### config.mk
export PLATFORM = sky130hd
export DESIGN_NAME = bts_queue
export DESIGN_NICKNAME = d
export VERILOG_FILES = /design/src/rtl/bts_pkg.sv /design/src/rtl/bts_queue.sv
export VERILOG_INCLUDE_DIRS = /design/src /design/src/rtl
export SDC_FILE = /design/constraint.sdc
export NUM_CORES = 1
export LEC_CHECK = 0
export BUFFER_PORTS_ARGS = -buffer_cell sky130_fd_sc_hd__buf_4
export CORE_MARGIN = 3
export CORE_UTILIZATION = 35
export CTS_BUF_LIST = sky130_fd_sc_hd__clkbuf_2 sky130_fd_sc_hd__clkbuf_4 sky130_fd_sc_hd__clkbuf_8
export DETAILED_ROUTE_END_ITERATION = 16
export SLEW_MARGIN = 20
export SYNTH_ARGS = -nofsm -noshare
export SYNTH_HDL_FRONTEND = slang
export SYNTH_SLANG_ARGS = --single-unit
### constraint.sdc
create_clock -name clock -period 8.9 [get_ports clock]
set_clock_uncertainty 0.15 [all_clocks]
set_input_delay 1.335 -clock clock [delete_from_list [all_inputs] [get_ports clock]]
set_output_delay 1.335 -clock clock [all_outputs]
set_load 0.02 [all_outputs]
### src/rtl/bilinear_texture_sampler_unit_macros.svh
// assertion macros shared by the texture sampler modules
// no dependencies; included by files that carry concurrent checks
`ifndef BILINEAR_TEXTURE_SAMPLER_UNIT_MACROS_SVH
`define BILINEAR_TEXTURE_SAMPLER_UNIT_MACROS_SVH

// same-cycle implication, disabled during reset
`define BTS_ASSERT_IMPLY(label, clk, rst, ante, cons) \
   label: assert property (@(posedge clk) disable iff (rst) (ante) |-> (cons)) \
      else $error("texture sampler: same-cycle check failed");

// next-cycle implication, disabled during reset
`define BTS_ASSERT_NEXT(label, clk, rst, ante, cons) \
   label: assert property (@(posedge clk) disable iff (rst) (ante) |=> (cons)) \
      else $error("texture sampler: next-cycle check failed");

`endif

### src/rtl/bts_pkg.sv
// constants, types and codes of the bilinear texture sampler
// no dependencies; used by every module of the block
`timescale 1ns / 1ps

package bts_pkg;

   localparam int MAX_WIDTH   = 256;
   localparam int MAX_HEIGHT  = 256;
   localparam int WEIGHT_BITS = 8;

   localparam int CFG_BITS       = 9;
   localparam int CSR_INDEX_BITS = 2;
   localparam int COORD_BITS     = 16;
   localparam int ADDR_BITS      = 16;
   localparam int STORE_DEPTH    = 2 ** ADDR_BITS;
   localparam int CHAN_BITS      = 8;
   localparam int NUM_CHAN       = 3;
   localparam int TEXEL_BITS     = NUM_CHAN * CHAN_BITS;
   localparam int NUM_TAPS       = 4;

   // clamped dimensions and texel coordinates
   localparam int WDIM_BITS = $clog2(MAX_WIDTH + 1);
   localparam int HDIM_BITS = $clog2(MAX_HEIGHT + 1);
   localparam int X_BITS    = $clog2(MAX_WIDTH);
   localparam int Y_BITS    = $clog2(MAX_HEIGHT);

   // weights run 0..2^WEIGHT_BITS inclusive
   localparam int WGT_BITS = WEIGHT_BITS + 1;
   localparam int SCALE    = 2 ** WEIGHT_BITS;
   localparam int H_BITS   = CHAN_BITS + WGT_BITS;
   localparam int V_BITS   = H_BITS + WGT_BITS;
   localparam int SAT_BITS = V_BITS - 2 * WEIGHT_BITS;

   localparam logic [CHAN_BITS-1:0] CHAN_MAX = '1;

   localparam int QUEUE_DEPTH = 2;
   localparam int PTR_BITS    = $clog2(QUEUE_DEPTH);

   localparam logic CMD_LOAD   = 1'b0;
   localparam logic CMD_SAMPLE = 1'b1;

   typedef enum logic [CSR_INDEX_BITS-1:0] {
      CSR_TEX_WIDTH       = 2'd0,
      CSR_TEX_HEIGHT      = 2'd1,
      CSR_TEXTURE_PRESENT = 2'd2
   } csr_index_type;

   typedef struct packed {
      logic                   is_sample;
      logic                   present;
      logic [WDIM_BITS-1:0]   width;
      logic [HDIM_BITS-1:0]   height;
      logic [X_BITS-1:0]      x0;
      logic [Y_BITS-1:0]      y0;
      logic [WEIGHT_BITS-1:0] fx;
      logic [WEIGHT_BITS-1:0] fy;
      logic [ADDR_BITS-1:0]   texel_index;
      logic [TEXEL_BITS-1:0]  texel;
   } item_type;

   typedef struct packed {
      logic valid;
      logic full;
   } queue_status_type;

endpackage

### src/rtl/bts_queue.sv
// short fifo between front end and back end
// depends on bts_pkg and the assertion macro header
`timescale 1ns / 1ps
`include "bilinear_texture_sampler_unit_macros.svh"

module bts_queue (
   input  logic                      clock,
   input  logic                      reset,
   input  logic                      push,
   input  bts_pkg::item_type         push_item,
   input  logic                      pop,
   output bts_pkg::item_type         head,
   output bts_pkg::queue_status_type status
);

   localparam int CNT_BITS = bts_pkg::PTR_BITS + 1;

   bts_pkg::item_type             entries_ff [bts_pkg::QUEUE_DEPTH];
   logic [bts_pkg::PTR_BITS-1:0]  wr_ptr_ff, wr_ptr_in;
   logic [bts_pkg::PTR_BITS-1:0]  rd_ptr_ff, rd_ptr_in;
   logic [CNT_BITS-1:0]           count_ff, count_in;

   assign status.valid = (count_ff != '0);
   assign status.full  = (count_ff == CNT_BITS'(bts_pkg::QUEUE_DEPTH));
   assign head         = entries_ff[rd_ptr_ff];

   always_comb begin
      wr_ptr_in = push ? wr_ptr_ff + 1'b1 : wr_ptr_ff;
      rd_ptr_in = pop ? rd_ptr_ff + 1'b1 : rd_ptr_ff;
      count_in  = count_ff;
      if (push && !pop) begin
         count_in = count_ff + 1'b1;
      end else if (pop && !push) begin
         count_in = count_ff - 1'b1;
      end
   end

   always_ff @(posedge clock) begin
      if (reset) begin
         wr_ptr_ff <= '0;
         rd_ptr_ff <= '0;
         count_ff  <= '0;
      end else begin
         wr_ptr_ff <= wr_ptr_in;
         rd_ptr_ff <= rd_ptr_in;
         count_ff  <= count_in;
      end
      if (push) begin
         entries_ff[wr_ptr_ff] <= push_item;
      end
   end

   `BTS_ASSERT_IMPLY(a_queue_no_overflow, clock, reset, push, !status.full || pop)
   `BTS_ASSERT_IMPLY(a_queue_no_underflow, clock, reset, pop, status.valid)

endmodule

# After elaboration in Yosys (flattened, before gate mapping)
# Memory sizes are Yosys's and may differ from the RTL's. A register that Yosys moved wholly into a read port is not among the register bits.
# Index checks and enable logic that the tools add are counted.
[word_totals]
register_bits = 4
ram_bits = 184
input_bits = 96
wordCells = 21
out_inout_bits = 94
mem_count = 1
[op_classes]
reduce_logical = 6
n_eq_ne = 1
muxes = 6
add_sub_neg = 4
[memory_table]
columns = ["name", "depth", "width", "rd", "rd_clocked_by_memory_dff", "write_ports", "line_no", "source"]
rows = [
  ["entries_ff", 2, 92, 1, 1, 1, "bts_queue.sv:18", "bts_pkg::item_type entries_ff [bts_pkg::QUEUE_DEPTH];"],
]
[op_table]
columns = ["op", "count"]
rows = [
  ["1-bit two-way mux", 4],
  ["2-bit two-way mux", 2],
  ["2-bit nonzero test", 2],
  ["1-bit adder, second input constant", 2],
  ["2-bit by 1-bit adder with 2-bit output, second input constant", 1],
  ["2-bit == test, second input constant", 1],
  ["1-bit logical AND", 2],
  ["1-bit zero test", 2],
  ["2-bit by 1-bit subtractor with 2-bit output, second input constant", 1],
]

# Longest topological paths before layout
[logic_depth]
word_depth = 4
mapped_depth = 5
mapped_depth_nobuf = 5

# Least setup slack after synthesis
# OpenSTA, ideal clock, no wires.
[synth_timing]
path_type = "input to register"
startpoint = "input push"
endpoint = "memory entries_ff[0][0] (netlist name) (enable)"
required_time_ns = 8.196
setup_ns = 0.554
cell_stages = 1
t_arrival_ns = 5.345
n_path_buf = 0
setup_slack_ns = 2.850
path_cell_list = "nor2b_1"
[synth_via]
elab_chain_cells = 2
[synth_rtl]
columns = ["item", "line_no", "source"]
rows = [
  ["from (decl)", "bts_queue.sv:9", "input logic push,"],
  ["1-bit two-way mux", "bts_queue.sv:48", "if (push) begin"],
  ["1-bit two-way mux (implied by the code)", "bts_queue.sv:49", "entries_ff[wr_ptr_ff] <= push_item;"],
  ["to (decl)", "bts_queue.sv:18", ""],
]
# No other way between the ends.

==> metrics.yaml <==
yosys:
  ys.flop_type: "edfxtp_1"
  yosysTopAreaCell: "edfxtp_1"
  ys_top_cells_by_count: "edfxtp_1, mux2_2, buf_6, dfxtp_1, nor2_1"
  yosysWarnings: 0
  synth.most_common_cell: "edfxtp_1"
  yosysTopAreaCellShare_pct: 80.38
  syn_avg_cell_area_um2: 22.32
  ys_seq_area_share_pct: 81.83
  syn-num-nets: 405
  syn-cell-area_um2: 6874
  synth_edf_count: 184
  async_reset_ff_share_pct: 0
  ys_seq_elements: 189
  synthesis.instances: 308
  synth_cell_types: 18
  synthTopCellsByArea: "edfxtp_1, mux2_2, dfxtp_1"
final_layout:
  drive_gt1_share_pct: 60.99
  final_nets: 607
  final_core_util_pct: 47.24
  final_cell_count_no_fill: 783
  syn_to_final_growth_pct: 30.71
  insertedDiodeCount: 0
critical_path:
  critPathBufInv: 2
  cpMostUsedCell: "buf_4"
  path_depth: 3
  regToRegStartpoint: "wr_ptr_ff"
  reg2reg_depth: 2
  crit_required_ps: 7410
  slowest_delay_ps: 740
  cp_top_family: "buffers and inverters"
  cp_slowest_cell: "dfxtp_4"
  worstSetupEndpointType: "output port"
  critPathKind: "register to output port"
  cp.arrival_ps: 2450
  worst_setup_path_start_kind: "register"
  crit_chain: "buf_4, mux2_2, buf_4"
  critical_path.max_fanout: 50
placement:
  place_congestion: 0.7056
  hpwlAfterDp_um: 8840
  port_buffers: 189
  dp_slack_ps: 5396
  place_inst: 751
die:
  coreArea_um2: 19020
  fp.dieW_um: 146.1
  io_pins: 190
  die_y_um: 146.1
  num_rows: 50
  start_util_pct: 36.14
  die-area_um2: 21360
global_route:
  grt_max_degree: 52
  antenna_found_initial: 0
  grt_pass1_wl_um: 20580
  grt_pass1_vias: 3863
  track_usage_pct: 12.42
  grt_overflow: 0
route:
  drc: 0
  wl_per_cell_um: 16.94
  ant_nets: 0
  firstDrtPassIters: 4
  num_vias: 3486
  first_iter_violations: 139
  wl_um: 13270
  viasPerCell: 4.452
min_path:
  holdCritStartpoint: "rd_ptr_ff"
  whs_path_depth: 2
  worstHoldPathType: "register to register"
clocking:
  cts_hold_buf: 0
  cts_made_buffers: 17
  clk_latency_ps: 430
  path_clk_slew_ps: 90
  cts_resized: 0
  root_buffer: "clkbuf_8"
  post_cts_buffers: 0
  ctsLongestPathBuffers: 2
  cts_tree: "yes"
  cts.sinks: 189
  cts_max_level: 4
run:
  maxCapViolations: 0
timing:
  fin_ws_ps: 4967
  rsz0062_at_grt: "no"
  finalSetupViolations: 0
  min_period_ps: 3933
  finalHoldViolCount: 0
  slew_viol_final: 0
  final.setup.tns_ps: 0
  max-slew-margin-rel_pct: 52.59
  fin_crit_sh_pct: 44.19
  fmax_mhz: 254.3
  worst_pin_slew_ps: 711.1
  hold_slack_ps: 377.5
pwr:
  ir_drop_v: 0.00008726
  powerDensity_nw_per_um2: 215.5
  p_leak_nw: 3.313
status:
  status: "complete, no violations"
## worst register-to-register path: cells and delay by family (launching register included)
family | cells | cell delay [ps]
and+or+nand+nor | 1 | 570
DFF | 1 | 420
buffers and inverters | 1 | 690
## power breakdown
group	switching (mW)	total, mW	internal [mW]
Combinational	0.145	0.280	0.135
Sequential	0.0199	1.06	1.04
Clock	0.294	0.599	0.305
## flip-flops by register name (all words and copies together), names as in the netlist, named ones only
signal,flops
rd_ptr_ff,1
wr_ptr_ff,1
count_ff,2
entries_ff,184
## cells by family (layout without fill, tap and decap cells)
| kind of cell | Yosys count | count (layout) | synth area share [%] |
|---|---|---|---|
| buffers and inverters | 11 | 226 | 1.547 |
| DFF | 189 | 189 | 81.83 |
| adders and majority gates | 1 | 1 | 0.1820 |
| muxes | 92 | 92 | 15.07 |
| AOI/OAI and AO/OA | 2 | 2 | 0.1455 |
| and+or+nand+nor | 9 | 9 | 0.7101 |
| xor gates and xnor gates | 4 | 4 | 0.5097 |
## cell usage in the layout, fill, tap and decap left out, drive strengths merged, types with 4 or more instances in the layout
| cell type | netlist | routed |
|---|---|---|
| bufinv | 0 | 4 |
| dfxtp | 5 | 5 |
| clkinv | 0 | 6 |
| mux2 | 92 | 92 |
| nor2 | 4 | 4 |
| inv | 1 | 4 |
| clkbuf | 0 | 17 |
| edfxtp | 184 | 184 |
| buf | 10 | 193 |
## per-stage QoR
stage / area [µm²] / power [mW]
after floorplan: 6874 / 1.236
after detailed placement: 8559 / 1.364
final: 8985 / 1.936
after global placement: 8559 / 1.357
after global routing: 8985 / 2.022
after CTS: 8985 / 1.967
## cell type report
cell class / instances / area, µm²
Clock buffer: 17 / 234.0
Fill cell: 1661 / 10030
Timing Repair Buffer: 193 / 1449
Sequential cell: 189 / 5629
Multi-Input combinational cell: 108 / 1152
Tap cell: 260 / 325.3
Inverter: 1 / 3.754
Clock inverter: 15 / 191.4
## final timing paths
path / endpoint / slack, ps
worst max-delay path: head[56] / 4970
worst min-delay path: register / 380
worst max register to register: entries_ff[1][72] / 6670
worst min register to register: register / 380
## metal layers
metal	wire length (µm)	vias up	share of wire, %	GRT usage, %
met1	5237	1736	39	14.15
met3	1141	8	8.6	5.183
met4	128	0	0.96	4.280
met2	6759	127	51	21.16
li1	-	1615	-	-
met5	0	-	0	0
Note: power is estimated with default switching activity, not from simulation.
