`src/rtl/bilinear_texture_sampler_unit_macros.svh`:
```
// assertion macros shared by the texture sampler modules
// no dependencies; included by files that carry concurrent checks
`ifndef BILINEAR_TEXTURE_SAMPLER_UNIT_MACROS_SVH
`define BILINEAR_TEXTURE_SAMPLER_UNIT_MACROS_SVH

// same-cycle implication, disabled during reset
`define BTS_ASSERT_IMPLY(label, clk, rst, ante, cons) \
   label: assert property (@(posedge clk) disable iff (rst) (ante) |-> (cons)) \
      else $error("texture sampler: same-cycle check failed");

// next-cycle implication, disabled during reset
`define BTS_ASSERT_NEXT(label, clk, rst, ante, cons) \
   label: assert property (@(posedge clk) disable iff (rst) (ante) |=> (cons)) \
      else $error("texture sampler: next-cycle check failed");

`endif

```
`src/rtl/bts_pkg.sv`:
```
// constants, types and codes of the bilinear texture sampler
// no dependencies; used by every module of the block
`timescale 1ns / 1ps

package bts_pkg;

   localparam int MAX_WIDTH   = 256;
   localparam int MAX_HEIGHT  = 256;
   localparam int WEIGHT_BITS = 8;

   localparam int CFG_BITS       = 9;
   localparam int CSR_INDEX_BITS = 2;
   localparam int COORD_BITS     = 16;
   localparam int ADDR_BITS      = 16;
   localparam int STORE_DEPTH    = 2 ** ADDR_BITS;
   localparam int CHAN_BITS      = 8;
   localparam int NUM_CHAN       = 3;
   localparam int TEXEL_BITS     = NUM_CHAN * CHAN_BITS;
   localparam int NUM_TAPS       = 4;

   // clamped dimensions and texel coordinates
   localparam int WDIM_BITS = $clog2(MAX_WIDTH + 1);
   localparam int HDIM_BITS = $clog2(MAX_HEIGHT + 1);
   localparam int X_BITS    = $clog2(MAX_WIDTH);
   localparam int Y_BITS    = $clog2(MAX_HEIGHT);

   // weights run 0..2^WEIGHT_BITS inclusive
   localparam int WGT_BITS = WEIGHT_BITS + 1;
   localparam int SCALE    = 2 ** WEIGHT_BITS;
   localparam int H_BITS   = CHAN_BITS + WGT_BITS;
   localparam int V_BITS   = H_BITS + WGT_BITS;
   localparam int SAT_BITS = V_BITS - 2 * WEIGHT_BITS;

   localparam logic [CHAN_BITS-1:0] CHAN_MAX = '1;

   localparam int QUEUE_DEPTH = 2;
   localparam int PTR_BITS    = $clog2(QUEUE_DEPTH);

   localparam logic CMD_LOAD   = 1'b0;
   localparam logic CMD_SAMPLE = 1'b1;

   typedef enum logic [CSR_INDEX_BITS-1:0] {
      CSR_TEX_WIDTH       = 2'd0,
      CSR_TEX_HEIGHT      = 2'd1,
      CSR_TEXTURE_PRESENT = 2'd2
   } csr_index_type;

   typedef struct packed {
      logic                   is_sample;
      logic                   present;
      logic [WDIM_BITS-1:0]   width;
      logic [HDIM_BITS-1:0]   height;
      logic [X_BITS-1:0]      x0;
      logic [Y_BITS-1:0]      y0;
      logic [WEIGHT_BITS-1:0] fx;
      logic [WEIGHT_BITS-1:0] fy;
      logic [ADDR_BITS-1:0]   texel_index;
      logic [TEXEL_BITS-1:0]  texel;
   } item_type;

   typedef struct packed {
      logic valid;
      logic full;
   } queue_status_type;

endpackage

```
`src/rtl/bts_front.sv`:
```
// front end: control registers, command accept, texel coordinate multiply
// depends on bts_pkg; feeds bts_queue
`timescale 1ns / 1ps

module bts_front (
   input  logic                               clock,
   input  logic                               reset,
   input  logic                               csr_write_en,
   input  logic [bts_pkg::CSR_INDEX_BITS-1:0] csr_index,
   input  logic [bts_pkg::CFG_BITS-1:0]       csr_wdata,
   input  logic                               start,
   output logic                               busy,
   input  logic                               req_cmd,
   input  logic [bts_pkg::ADDR_BITS-1:0]      req_texel_index,
   input  logic [bts_pkg::CHAN_BITS-1:0]      req_load_red,
   input  logic [bts_pkg::CHAN_BITS-1:0]      req_load_green,
   input  logic [bts_pkg::CHAN_BITS-1:0]      req_load_blue,
   input  logic [bts_pkg::COORD_BITS-1:0]     req_coord_u,
   input  logic [bts_pkg::COORD_BITS-1:0]     req_coord_v,
   input  bts_pkg::queue_status_type          q_status,
   output logic                               push,
   output bts_pkg::item_type                  item
);

   localparam int XS_BITS = bts_pkg::COORD_BITS + bts_pkg::WDIM_BITS;
   localparam int YS_BITS = bts_pkg::COORD_BITS + bts_pkg::HDIM_BITS;
   localparam int FRAC_LSB = bts_pkg::COORD_BITS - bts_pkg::WEIGHT_BITS;

   logic [bts_pkg::CFG_BITS-1:0]  tex_width_ff, tex_width_in;
   logic [bts_pkg::CFG_BITS-1:0]  tex_height_ff, tex_height_in;
   logic                          present_ff, present_in;
   logic                          f_valid_ff, f_valid_in;
   bts_pkg::item_type             f_item_ff, f_item_in;
   bts_pkg::item_type             new_item;
   logic [bts_pkg::WDIM_BITS-1:0] width_c;
   logic [bts_pkg::HDIM_BITS-1:0] height_c;
   logic [XS_BITS-1:0]            xs;
   logic [YS_BITS-1:0]            ys;
   logic                          accept;

   always_comb begin
      tex_width_in  = tex_width_ff;
      tex_height_in = tex_height_ff;
      present_in    = present_ff;
      if (csr_write_en) begin
         unique case (bts_pkg::csr_index_type'(csr_index))
            bts_pkg::CSR_TEX_WIDTH:       tex_width_in  = csr_wdata;
            bts_pkg::CSR_TEX_HEIGHT:      tex_height_in = csr_wdata;
            bts_pkg::CSR_TEXTURE_PRESENT: present_in    = csr_wdata[0];
            default: ;
         endcase
      end
   end

   // zero reads as one, oversize saturates
   always_comb begin
      if (tex_width_ff == '0) begin
         width_c = bts_pkg::WDIM_BITS'(1);
      end else if (int'(tex_width_ff) > bts_pkg::MAX_WIDTH) begin
         width_c = bts_pkg::WDIM_BITS'(bts_pkg::MAX_WIDTH);
      end else begin
         width_c = bts_pkg::WDIM_BITS'(tex_width_ff);
      end
      if (tex_height_ff == '0) begin
         height_c = bts_pkg::HDIM_BITS'(1);
      end else if (int'(tex_height_ff) > bts_pkg::MAX_HEIGHT) begin
         height_c = bts_pkg::HDIM_BITS'(bts_pkg::MAX_HEIGHT);
      end else begin
         height_c = bts_pkg::HDIM_BITS'(tex_height_ff);
      end
   end

   always_comb begin
      xs = XS_BITS'(req_coord_u) * XS_BITS'(width_c);
      ys = YS_BITS'(req_coord_v) * YS_BITS'(height_c);
      new_item.is_sample   = (req_cmd == bts_pkg::CMD_SAMPLE);
      new_item.present     = present_ff;
      new_item.width       = width_c;
      new_item.height      = height_c;
      new_item.x0          = xs[bts_pkg::COORD_BITS +: bts_pkg::X_BITS];
      new_item.y0          = ys[bts_pkg::COORD_BITS +: bts_pkg::Y_BITS];
      new_item.fx          = xs[FRAC_LSB +: bts_pkg::WEIGHT_BITS];
      new_item.fy          = ys[FRAC_LSB +: bts_pkg::WEIGHT_BITS];
      new_item.texel_index = req_texel_index;
      new_item.texel       = {req_load_red, req_load_green, req_load_blue};
   end

   assign busy   = f_valid_ff && q_status.full;
   assign accept = start && !busy;
   assign push   = f_valid_ff && !q_status.full;
   assign item   = f_item_ff;

   always_comb begin
      f_valid_in = f_valid_ff;
      f_item_in  = f_item_ff;
      if (accept) begin
         f_valid_in = 1'b1;
         f_item_in  = new_item;
      end else if (push) begin
         f_valid_in = 1'b0;
      end
   end

   always_ff @(posedge clock) begin
      if (reset) begin
         tex_width_ff  <= bts_pkg::CFG_BITS'(1);
         tex_height_ff <= bts_pkg::CFG_BITS'(1);
         present_ff    <= 1'b0;
         f_valid_ff    <= 1'b0;
      end else begin
         tex_width_ff  <= tex_width_in;
         tex_height_ff <= tex_height_in;
         present_ff    <= present_in;
         f_valid_ff    <= f_valid_in;
      end
      f_item_ff <= f_item_in;
   end

endmodule

```
`config.mk`:
```
export PLATFORM = sky130hd
export DESIGN_NAME = bts_front
export DESIGN_NICKNAME = d
export VERILOG_FILES = /design/src/rtl/bilinear_texture_sampler_unit_macros.svh /design/src/rtl/bts_pkg.sv /design/src/rtl/bts_front.sv
export SDC_FILE = /design/constraint.sdc
export NUM_CORES = 1
export LEC_CHECK = 0
export BUFFER_PORTS_ARGS = -buffer_cell sky130_fd_sc_hd__clkbuf_2
export CAP_MARGIN = 15
export CORE_MARGIN = 1.5
export CORE_UTILIZATION = 54
export DETAILED_ROUTE_END_ITERATION = 12
export GPL_ROUTABILITY_DRIVEN = 0
export PLACE_DENSITY = 0.79
export SLEW_MARGIN = 15
export SYNTH_ARGS = -nofsm -noshare
export SYNTH_HDL_FRONTEND = slang
export SYNTH_SLANG_ARGS = --single-unit
```
`constraint.sdc`:
```
create_clock -name clock -period 5.6 [get_ports clock]
set_clock_uncertainty 0.05 [all_clocks]
set_input_delay 0.84 -clock clock [delete_from_list [all_inputs] [get_ports clock]]
set_output_delay 0.84 -clock clock [all_outputs]
set_load 0.01 [all_outputs]
```
-- Yosys cells after proc, flatten, opt, wreduce, memory -nomap -nowiden
Index checks and enable logic that the tools add are counted.
- flip-flop bits (word level): 112
- bits in latches: 0
- bits in writable memories: 0
- memory bits (read-only): 0
- input port bits: 90
- output and inout bits: 94
- word-level logic and storage cells: 38
- memories: 0
- add/sub/neg operators: 0
- $mul: 2
- div/mod/pow operators: 0
- order comparisons: 2
- equality and inequality tests: 2
- shift-type cells: 0
- muxes and demuxes: 6
- bitwise operators: 0
- reduce and logical (&&, ||, !) cells: 12
- operators by type and width (cell ; number):
    16-bit by 9-bit multiplier with 24-bit output ; 2
    9-bit 2-to-1 mux ; 4
    9-bit greater-than comparator, second input constant ; 2
    9-bit zero test ; 2
    2-bit AND reduction ; 3
    1-bit logical AND ; 3
    2-bit by 1-bit equality test with 1-bit output, second input constant ; 1
    2-bit equality test, second input constant ; 1
    1-bit zero test ; 2
    2-bit zero test ; 1
    1-bit 2-to-1 mux ; 2
    2-bit nonzero test ; 1

-- Longest topological paths before layout
Gate-level depths: netlist (run 1).
- depth in word-level cells: 4
- gate-level depth with buffers: 21

-- Worst setup path before layout (run 1)
Ideal clock, no wire load.
- path kind: register -> register
- from: register tex_height_ff[8] (netlist bit)
- to: register f_item_ff (netlist bit item[63]), data pin
- arrival: 5.564 ns
- data required time: 5.413 ns
- slack: -0.152 ns
- stages on the path, launching flop included: 21
- buffers on the path: 2
- clock period less this slack: 5.752 ns
- cells stage by stage: dfxtp_1 -> buf_6 -> or4_4 -> o22ai_4 -> clkbuf_1 -> nand2_1 -> fa_1 -> inv_1 -> fa_1 -> inv_1 -> fa_1 -> inv_1 -> fa_1 -> ha_1 -> a21oi_1 -> nand2_1 -> a32o_1 -> o21ai_0 -> a31oi_2 -> or4b_2 -> nand4_1
- word-level cells in the longest chain between the ends: 4
- RTL lines (element ; RTL line ; RTL):
    start: declaration ; bts_front.sv:30 ; logic [bts_pkg::CFG_BITS-1:0] tex_height_ff, tex_height_in;
    start signal: assignment ; bts_front.sv:107 ; tex_height_ff <= bts_pkg::CFG_BITS'(1);
    start signal: assignment ; bts_front.sv:112 ; tex_height_ff <= tex_height_in;
    9-bit greater-than comparator ; bts_front.sv:66 ; end else if (int'(tex_height_ff) > bts_pkg::MAX_HEIGHT) begin
    9-bit 2-to-1 mux ; bts_front.sv:66 ;
    9-bit 2-to-1 mux * ; bts_front.sv:64 ; if (tex_height_ff == '0) begin
    via height_c, one bit ; bts_front.sv:36 ; logic [bts_pkg::HDIM_BITS-1:0] height_c;
    16-bit by 9-bit multiplier with 24-bit output * ; bts_front.sv:75 ; ys = YS_BITS'(req_coord_v) * YS_BITS'(height_c);
    via ys[23] ; bts_front.sv:38 ; logic [YS_BITS-1:0] ys;
    end signal: assignment ; bts_front.sv:116 ; f_item_ff <= f_item_in;
    end: declaration ; bts_front.sv:33 ; bts_pkg::item_type f_item_ff, f_item_in;
The timed path passes the listed nets; every way through them passes the cells marked *.
A chain may end at the register's enable or synchronous reset.

-- Final worst setup path (run 1)
- from: register tex_width_ff[4] (netlist bit)
- to: register f_item_ff (netlist bit item[71]), data pin
- word-level cells in the longest chain between the ends: 4
- RTL lines (element ; RTL line ; RTL):
    start: declaration ; bts_front.sv:29 ; logic [bts_pkg::CFG_BITS-1:0] tex_width_ff, tex_width_in;
    start signal: assignment ; bts_front.sv:106 ; tex_width_ff <= bts_pkg::CFG_BITS'(1);
    start signal: assignment ; bts_front.sv:111 ; tex_width_ff <= tex_width_in;
    9-bit greater-than comparator ; bts_front.sv:59 ; end else if (int'(tex_width_ff) > bts_pkg::MAX_WIDTH) begin
    9-bit 2-to-1 mux ; bts_front.sv:59 ;
    9-bit 2-to-1 mux * ; bts_front.sv:57 ; if (tex_width_ff == '0) begin
    16-bit by 9-bit multiplier with 24-bit output * ; bts_front.sv:74 ; xs = XS_BITS'(req_coord_u) * XS_BITS'(width_c);
    via xs[23] ; bts_front.sv:37 ; logic [XS_BITS-1:0] xs;
Marked as above.

==> results of run 1 <==
## timing repair
action,CTS,global route
setup endpoints to repair,4,20
setup buffers,0,7
cloned,0,2
hold buffers,0,0
pin swaps,0,33
gates resized for setup,3,52
## placed cells by master, fill, tap and decap left out, types with 3 or more instances in the layout
cell type / count
nand2_1: 157
xnor2_1: 22
o21ai_0: 11
o21ai_1: 3
o21a_1: 6
inv_1: 223
clkbuf_16: 11
nand2b_1: 4
and2_1: 147
ha_4: 9
nor2b_1: 18
clkbuf_2: 182
nand3_1: 7
nor2_1: 42
edfxtp_1: 92
nor3_1: 3
dfxtp_2: 3
nand4_1: 7
or4_4: 3
a21oi_1: 19
buf_12: 4
xor2_1: 9
dfxtp_1: 17
or4_1: 3
a21oi_2: 4
mux2i_1: 18
fa_1: 193
buf_4: 75
a21o_1: 9
ha_1: 69
## cells in the mapped netlist, types with 8 or more instances
library cell / instances
buf_1: 15
o21ai_0: 15
nor2b_1: 20
nand3_1: 8
and2_1: 147
xnor2_1: 22
dfxtp_1: 20
xor2_1: 9
nand2_1: 159
mux2i_1: 18
inv_1: 225
fa_1: 194
ha_1: 78
a21oi_1: 24
clkbuf_1: 33
nor2_1: 43
edfxtp_1: 92
a21o_1: 9
## report_power, final
part | total [µW] | internal, µW | switching (µW) | leakage, µW
registers | 1020 | 1000 | 23.7 | 0.00106
clock network | 672 | 323 | 350 | 0.000150
logic | 1020 | 451 | 565 | 0.00630
total | 2710 | 1770 | 939 | 0.00752
## stage by stage
step / std cells / setup TNS, ns / setup WS (ns) / util / total power (µW)
after detailed placement: 1694 / -0.06882 / -0.05233 / 0.6312 / 1972
after floorplan: 1205 / -0.05703 / -0.05703 / - / 1623
final: 1718 / 0 / 0.1058 / 0.6629 / 2712
after CTS: 1710 / 0 / 0.006742 / 0.6461 / 2652
after global placement: 1694 / 0 / 0.01948 / 0.6312 / 1939
after global routing: 1718 / -0.4868 / -0.1143 / 0.6629 / 2877
## path summary, 6_finish.rpt
kind,start,end,slack (ns),cells past startpoint
min,present_ff,item[90],0.40,0
max,tex_width_ff[4],item[71],0.11,20
min reg2reg,present_ff,item[90],0.40,0
max reg2reg,tex_width_ff[4],item[71],0.11,20
## layer usage
layer / part of all wire / wire (µm) / vias to the layer above / GRT usage
met5: 0 / 0 / - / 0
met4: 0.026 / 713 / 0 / 0.07767
met3: 0.057 / 1591 / 47 / 0.03062
met2: 0.50 / 13920 / 300 / 0.4158
met1: 0.41 / 11490 / 4577 / 0.3092
li1: - / - / 4194 / -
## flip-flops by register name (all words and copies together) (netlist names)
signal         flops
item              92
tex_height_ff      9
f_valid_ff         1
present_ff         1
tex_width_ff       9
## cell families (layout without fill, tap and decap cells)
family,after synthesis,count (layout),share of synthesized area
AOI/OAI and AO/OA,85,85,0.04723
xor gates and xnor gates,31,31,0.02223
adders and majority gates,272,272,0.3980
buffers and inverters,274,507,0.08484
DFF,112,112,0.2590
muxes,18,18,0.01475
and+or+nand+nor,413,413,0.1740
## cell type report
class	instances	area [µm²]
Clock inverter	7	81.33
Clock buffer	9	225.2
Multi-Input combinational cell	819	8290
Tap cell	280	350.3
Sequential cell	112	3167
Timing Repair Buffer	266	1642
Fill cell	1698	7426
Inverter	225	844.6
==> flow_summary.json, run 1 <==
{
  "status": "completed",
  "synthTopCellsByArea": "fa_1 (32%), edfxtp_1 (23%), ha_1 (8.0%), and2_1 (7.5%), inv_1 (6.9%)",
  "fp.dieArea_mm2": 0.02353,
  "cp_top_family": "adder cells",
  "hold_slack_ns": 0.4038,
  "critPathSlowestCell": "or4_4",
  "tightestPinTransition_ns": 0.9019,
  "hold_path_class": "reg2reg",
  "syn_inst": 1205,
  "arrival_ns": 5.56,
  "seq_area_frac_synth": 0.2590,
  "io_pins": 184,
  "diodes": 0,
  "drv_slew": 0,
  "yosys.area.top_type": "fa_1",
  "path_cells": "or4_4 -> o22ai_4 -> buf_12 -> nand2_1 -> fa_1 -> inv_1 -> fa_1 -> inv_1 -> fa_1 -> inv_1 -> fa_1 -> ha_4 -> nand4b_1 -> nor4_2 -> buf_4 -> nand3_1 -> nand4_1 -> a31oi_2 -> a21oi_1 -> xnor2_1",
  "grt_use_total": 0.2383,
  "drtAntennaViolNets": 0,
  "final_nets": 1795,
  "die_h_um": 153.4,
  "ys.flop_type": "edfxtp_1",
  "cts-buffers-inserted": 9,
  "required_ns": 5.67,
  "path_common_cell": "fa_1",
  "hpwlAfterDp_um": 21310,
  "synth_edf_count": 92,
  "cts_tree": "done",
  "fmax_mhz": 182.0,
  "timing.critical_path.buf_inv": 5,
  "clk_latency_ns": 0.36,
  "grt_first_pass_wirelength_um": 44710,
  "ir_drop_mv": 0.1380,
  "slowest_delay_ns": 0.55,
  "avgSynthCellArea_um2": 10.13,
  "via_per_inst": 5.307,
  "grt_antenna_before_repair": 0,
  "async_reset_ff_frac": 0,
  "worstPathMaxFanout": 5,
  "grt_pass1_vias": 9489,
  "io_buffers": 182,
  "initial_core_util": 0.5544,
  "path_clk_slew_ns": 0.09,
  "syn_area_mm2": 0.01221,
  "grt_max_degree": 51,
  "ys_ff_latch": 112,
  "fin_crit_sh": 0.9811,
  "fin_area_mm2": 0.01460,
  "finalHoldViolCount": 0,
  "worstSetupPathType": "reg2reg",
  "power_density_mw_per_mm2": 185.8,
  "drt_wl_total_um": 27710,
  "finalSetupViolCount": 0,
  "crit_path_start_kind": "flip-flop",
  "yosys.area.top_type_share": 0.3180,
  "core_mm2": 0.02203,
  "drt_iter0_markers": 414,
  "ctsRootBufferMaster": "clkbuf_16",
  "synth_fp_nets": 1567,
  "clock-sinks": 112,
  "first_pass_iters": 4,
  "area_delta_synth_final_pct": 19.56,
  "htree_levels": 3,
  "grt-ovfl-total": 0,
  "dpl_cell_area_mm2": 0.01390,
  "slew-limit-headroom": 0.3961,
  "synth_cell_types": 56,
  "min_period_ns": 5.494,
  "clockBufferDepth": 2,
  "route.vias.total": 9118,
  "yosysWarnings": 0,
  "die_w_um": 153.4,
  "end_kind": "flip-flop",
  "drcViolationCount": 0,
  "power_leakage_uw": 0.007517,
  "rows": 54,
  "drive_gt1_frac": 0.2323,
  "wire_per_inst_um": 16.13,
  "cap_viol_max_count": 0
}
No activity file was read; power rests on OpenSTA's default activity.
==> run 2: changes to the inputs <==
CORE_MARGIN = 3   (was 1.5)
==> flow_summary.json, run 2 (synthesis gave the netlist of run 1 again) <==
{
  "drcViolationCount": 0,
  "p_total_uw": 2709,
  "clk_latency_ns": 0.36,
  "initial_core_util": 0.5544,
  "mostFrequentLayoutCells": "inv_1 (220), fa_1 (192), clkbuf_2 (182)",
  "power_density_mw_per_mm2": 187.6,
  "drt_iter0_markers": 539,
  "cap_viol_max_count": 0,
  "rsz0062_at_grt": "true",
  "grt_pass1_vias": 9384,
  "cts_tree": "done",
  "die_w_um": 156.4,
  "drv_slew": 0,
  "hpwlAfterDp_um": 21460,
  "grt_max_degree": 47,
  "crit_path_start_kind": "flip-flop",
  "clock-sinks": 112,
  "hold_slack_ns": 0.4107,
  "dpl_cell_area_mm2": 0.01374,
  "slew-limit-headroom": 0.3618,
  "fp.dieArea_mm2": 0.02445,
  "drtAntennaViolNets": 0,
  "worstSetupPathType": "reg2reg",
  "htree_levels": 3,
  "worstPathMaxFanout": 5,
  "path_clk_slew_ns": 0.09,
  "largest_reg_flops": 92,
  "core_mm2": 0.02203,
  "ir_drop_mv": 0.2021,
  "required_ns": 5.66,
  "first_pass_iters": 5,
  "cts-buffers-inserted": 9,
  "finalSetupViolCount": 0,
  "drt_wl_total_um": 28140,
  "area_delta_synth_final_pct": 18.25,
  "fin_crit_sh": 0.9786,
  "final_common_cell": "inv_1",
  "hold_buffers": 0,
  "hold_path_class": "reg2reg",
  "io_buffers": 182,
  "final_nets": 1774,
  "via_per_inst": 5.322,
  "grt_util_met1": 0.3018,
  "route.vias.total": 9032,
  "status": "completed",
  "grt_use_met3": 0.03678,
  "fillers": 1724,
  "end_kind": "flip-flop",
  "wire_per_inst_um": 16.58,
  "tightestPinTransition_ns": 0.9531,
  "top_usage_layer": "met2",
  "rows": 54,
  "grt-ovfl-total": 0,
  "diodes": 0,
  "fmax_mhz": 182.5,
  "grt_first_pass_wirelength_um": 44870,
  "die_h_um": 156.4,
  "power_leakage_uw": 0.007379,
  "arrival_ns": 5.54,
  "grt_use_total": 0.2298,
  "io_pins": 184,
  "drive_gt1_frac": 0.2294,
  "met2_usage": 0.3958,
  "grt_antenna_before_repair": 0,
  "fin_area_mm2": 0.01444,
  "ctsRootBufferMaster": "clkbuf_16",
  "clockBufferDepth": 2,
  "finalHoldViolCount": 0,
  "min_period_ns": 5.480
}
==> run 2: layout make-up <==
type | instances | area, µm² | share of cell area
Tap cell | 280 | 350.3 | 0.02426
Timing Repair Buffer | 245 | 1458 | 0.1009
Inverter | 225 | 844.6 | 0.05849
Multi-Input combinational cell | 819 | 8310 | 0.5755
Clock inverter | 7 | 86.33 | 0.005979
Clock buffer | 9 | 225.2 | 0.01560
Sequential cell | 112 | 3166 | 0.2192
==> run 2: path summary, 6_finish.rpt <==
kind / from / to / slack [ns] / cells past startpoint
worst max-delay path: tex_height_ff[3] / item[61] / 0.12 / 20
worst min-delay path: present_ff / item[90] / 0.41 / 0
worst max register to register: tex_height_ff[3] / item[61] / 0.12 / 20
worst min register to register: present_ff / item[90] / 0.41 / 0
==> run 2: per-layer routing <==
layer,vias to the layer above,part of all wire
li1,4146,-
met1,4538,0.41
met2,313,0.50
met3,35,0.070
met4,0,0.021
met5,-,0
==> run 2: repair_timing <==
action,CTS,global route
pin swaps,4,51
resized for setup,6,62
gates cloned,0,1
setup buffers,1,6
endpoints found under the setup margin,6,19
==> run 2: where the power goes <==
part	switching, µW	total (µW)	internal (µW)
clock	362	684	322
combinational	569	1000	433
sequential	22.8	1020	999
==> run 2: stage by stage <==
step           setup WS (ns)   TNS, ns  instances  utilization
2_1_floorplan       -0.05703  -0.05703       1205            -
3_3_place_gp         0.05248         0       1673       0.6240
3_5_place_dp        -0.04692   -0.1020       1673       0.6240
4_1_cts             0.008225         0       1690       0.6401
5_1_grt             -0.04713   -0.1545       1697       0.6556
6_report              0.1199         0       1697       0.6556
==> run 2: worst max-delay path: stages, from the launching register on <==
cell and delay [ns]:
dfxtp_2 0.34, or4_4 0.55, o22ai_4 0.24, clkbuf_16 0.21
and2_4 0.14, fa_1 0.43, fa_1 0.57, inv_2 0.04
fa_1 0.47, fa_1 0.54, inv_2 0.05, ha_4 0.26
and3_4 0.19, nand3_4 0.07, nor4b_4 0.33, o21ai_1 0.12
buf_4 0.17, a31oi_4 0.16, buf_6 0.13, nor2_2 0.04
xnor2_1 0.13
==> run 3: changes to the inputs <==
PLACE_DENSITY = 0.9   (was 0.79)
SKIP_CTS_REPAIR_TIMING = 1   (was unset)
==> flow_summary.json, run 3 (synthesis gave the netlist of run 1 again) <==
{
  "rsz0062_at_grt": "true",
  "drtAntennaViolNets": 0,
  "status": "completed",
  "clockBufferDepth": 2,
  "drt_wl_total_um": 29850,
  "first_pass_iters": 5,
  "route.vias.total": 9312,
  "area_delta_synth_final_pct": 19.07,
  "initial_core_util": 0.5544,
  "wire_per_inst_um": 17.58,
  "p_total_uw": 2709,
  "ir_drop_mv": 0.1570,
  "drt_iter0_markers": 563,
  "tightestPinTransition_ns": 0.8820,
  "final_common_cell": "inv_1",
  "fp.dieArea_mm2": 0.02445,
  "grt_use_total": 0.2383,
  "drive_gt1_frac": 0.2334,
  "final_core_util": 0.6601,
  "mostFrequentLayoutCells": "inv_1 (221), fa_1 (191), clkbuf_2 (182)",
  "cts-buffers-inserted": 9,
  "drcViolationCount": 0,
  "finalHoldViolCount": 0,
  "largest_reg_flops": 92,
  "rows": 54,
  "hpwlAfterDp_um": 22370,
  "io_buffers": 182,
  "drv_slew": 0,
  "path_clk_slew_ns": 0.08,
  "power_density_mw_per_mm2": 186.3,
  "die_w_um": 156.4,
  "grt_first_pass_wirelength_um": 46810,
  "required_ns": 5.77,
  "cts_tree": "done",
  "dpl_cell_area_mm2": 0.01372,
  "die_h_um": 156.4,
  "ctsRootBufferMaster": "clkbuf_16",
  "end_kind": "flip-flop",
  "final_nets": 1775,
  "cap_viol_max_count": 0,
  "arrival_ns": 5.70,
  "grt_max_degree": 90,
  "hold_path_class": "reg2reg",
  "fin_crit_sh": 0.9868,
  "grt-ovfl-total": 0,
  "via_per_inst": 5.484,
  "finalSetupViolCount": 0,
  "clock-sinks": 112,
  "grt_pass1_vias": 9977,
  "slew-limit-headroom": 0.4120,
  "htree_levels": 3,
  "worstSetupPathType": "reg2reg",
  "diodes": 0,
  "io_pins": 184,
  "min_period_ns": 5.526,
  "worstPathMaxFanout": 5,
  "fmax_mhz": 181.0,
  "clk_latency_ns": 0.36,
  "fin_area_mm2": 0.01454,
  "core_mm2": 0.02203,
  "grt_antenna_before_repair": 0,
  "power_leakage_uw": 0.007391,
  "crit_path_start_kind": "flip-flop"
}
run 3: changes by cell type in the layout (fill, tap and decap cells not counted), sizes merged:
cell | before | now
buf | 61 | 62
clkbuf | 193 | 194
clkinv | 4 | 3
clkinvlp | 0 | 1
inv | 228 | 227
run 3: through the flow:
step | setup slack, ns | TNS (ns) | cells | hold slack, ns
detailed placement | -0.04300 | -0.06211 | 1670 | 0.3849
global placement | -0.0007461 | -0.0007461 | 1670 | 0.3665
finish | 0.07414 | 0 | 1698 | 0.4084
CTS | -0.08034 | -0.2496 | 1686 | 0.4041
global route | -0.05815 | -0.2484 | 1698 | 0.4270
floorplan | -0.05703 | -0.05703 | 1205 | 0.3580
run 3: path summary, 6_finish.rpt:
| kind | slack (ns) | from | depth (start not counted) | endpoint |
|---|---|---|---|---|
| worst min register to register | 0.41 | present_ff | 0 | item[90] |
| worst max register to register | 0.07 | tex_height_ff[3] | 19 | item[63] |
| worst min-delay path | 0.41 | present_ff | 0 | item[90] |
| worst max-delay path | 0.07 | tex_height_ff[3] | 19 | item[63] |
run 3: final cells by class:
cell class	instances	area, µm²
multi-input combinational	819	8402
fill	1587	7486
sequential	112	3167
timing repair buffer	246	1486
inverter	225	844.6
tap	280	350.3
clock buffer	10	229.0
clock inverter	6	61.31
run 3: where the power goes:
part	switching [µW]	internal [µW]
clock network	324	313
registers	23.3	1000
logic	602	447
run 3: worst max-delay path: stages, from the launching register on:
cell,delay [ns]
dfxtp_2,0.33
or4_4,0.54
o22ai_4,0.25
clkbuf_16,0.21
nand2_1,0.08
fa_1,0.56
inv_1,0.06
fa_1,0.48
fa_1,0.54
inv_1,0.05
fa_1,0.48
inv_1,0.07
ha_4,0.23
a21oi_1,0.17
o21ai_2,0.11
a31oi_4,0.18
o21a_1,0.25
a31oi_4,0.12
or4b_4,0.54
nand4_1,0.10
run 3: routing by layer:
layer | part of all wire | track usage | up-vias | wire length [µm]
met5 | 0 | 0 | - | 0
met4 | 0.037 | 0.09170 | 0 | 1096
met3 | 0.080 | 0.04452 | 93 | 2389
met2 | 0.51 | 0.4270 | 462 | 15320
met1 | 0.37 | 0.2847 | 4600 | 11050
li1 | - | - | 4157 | -
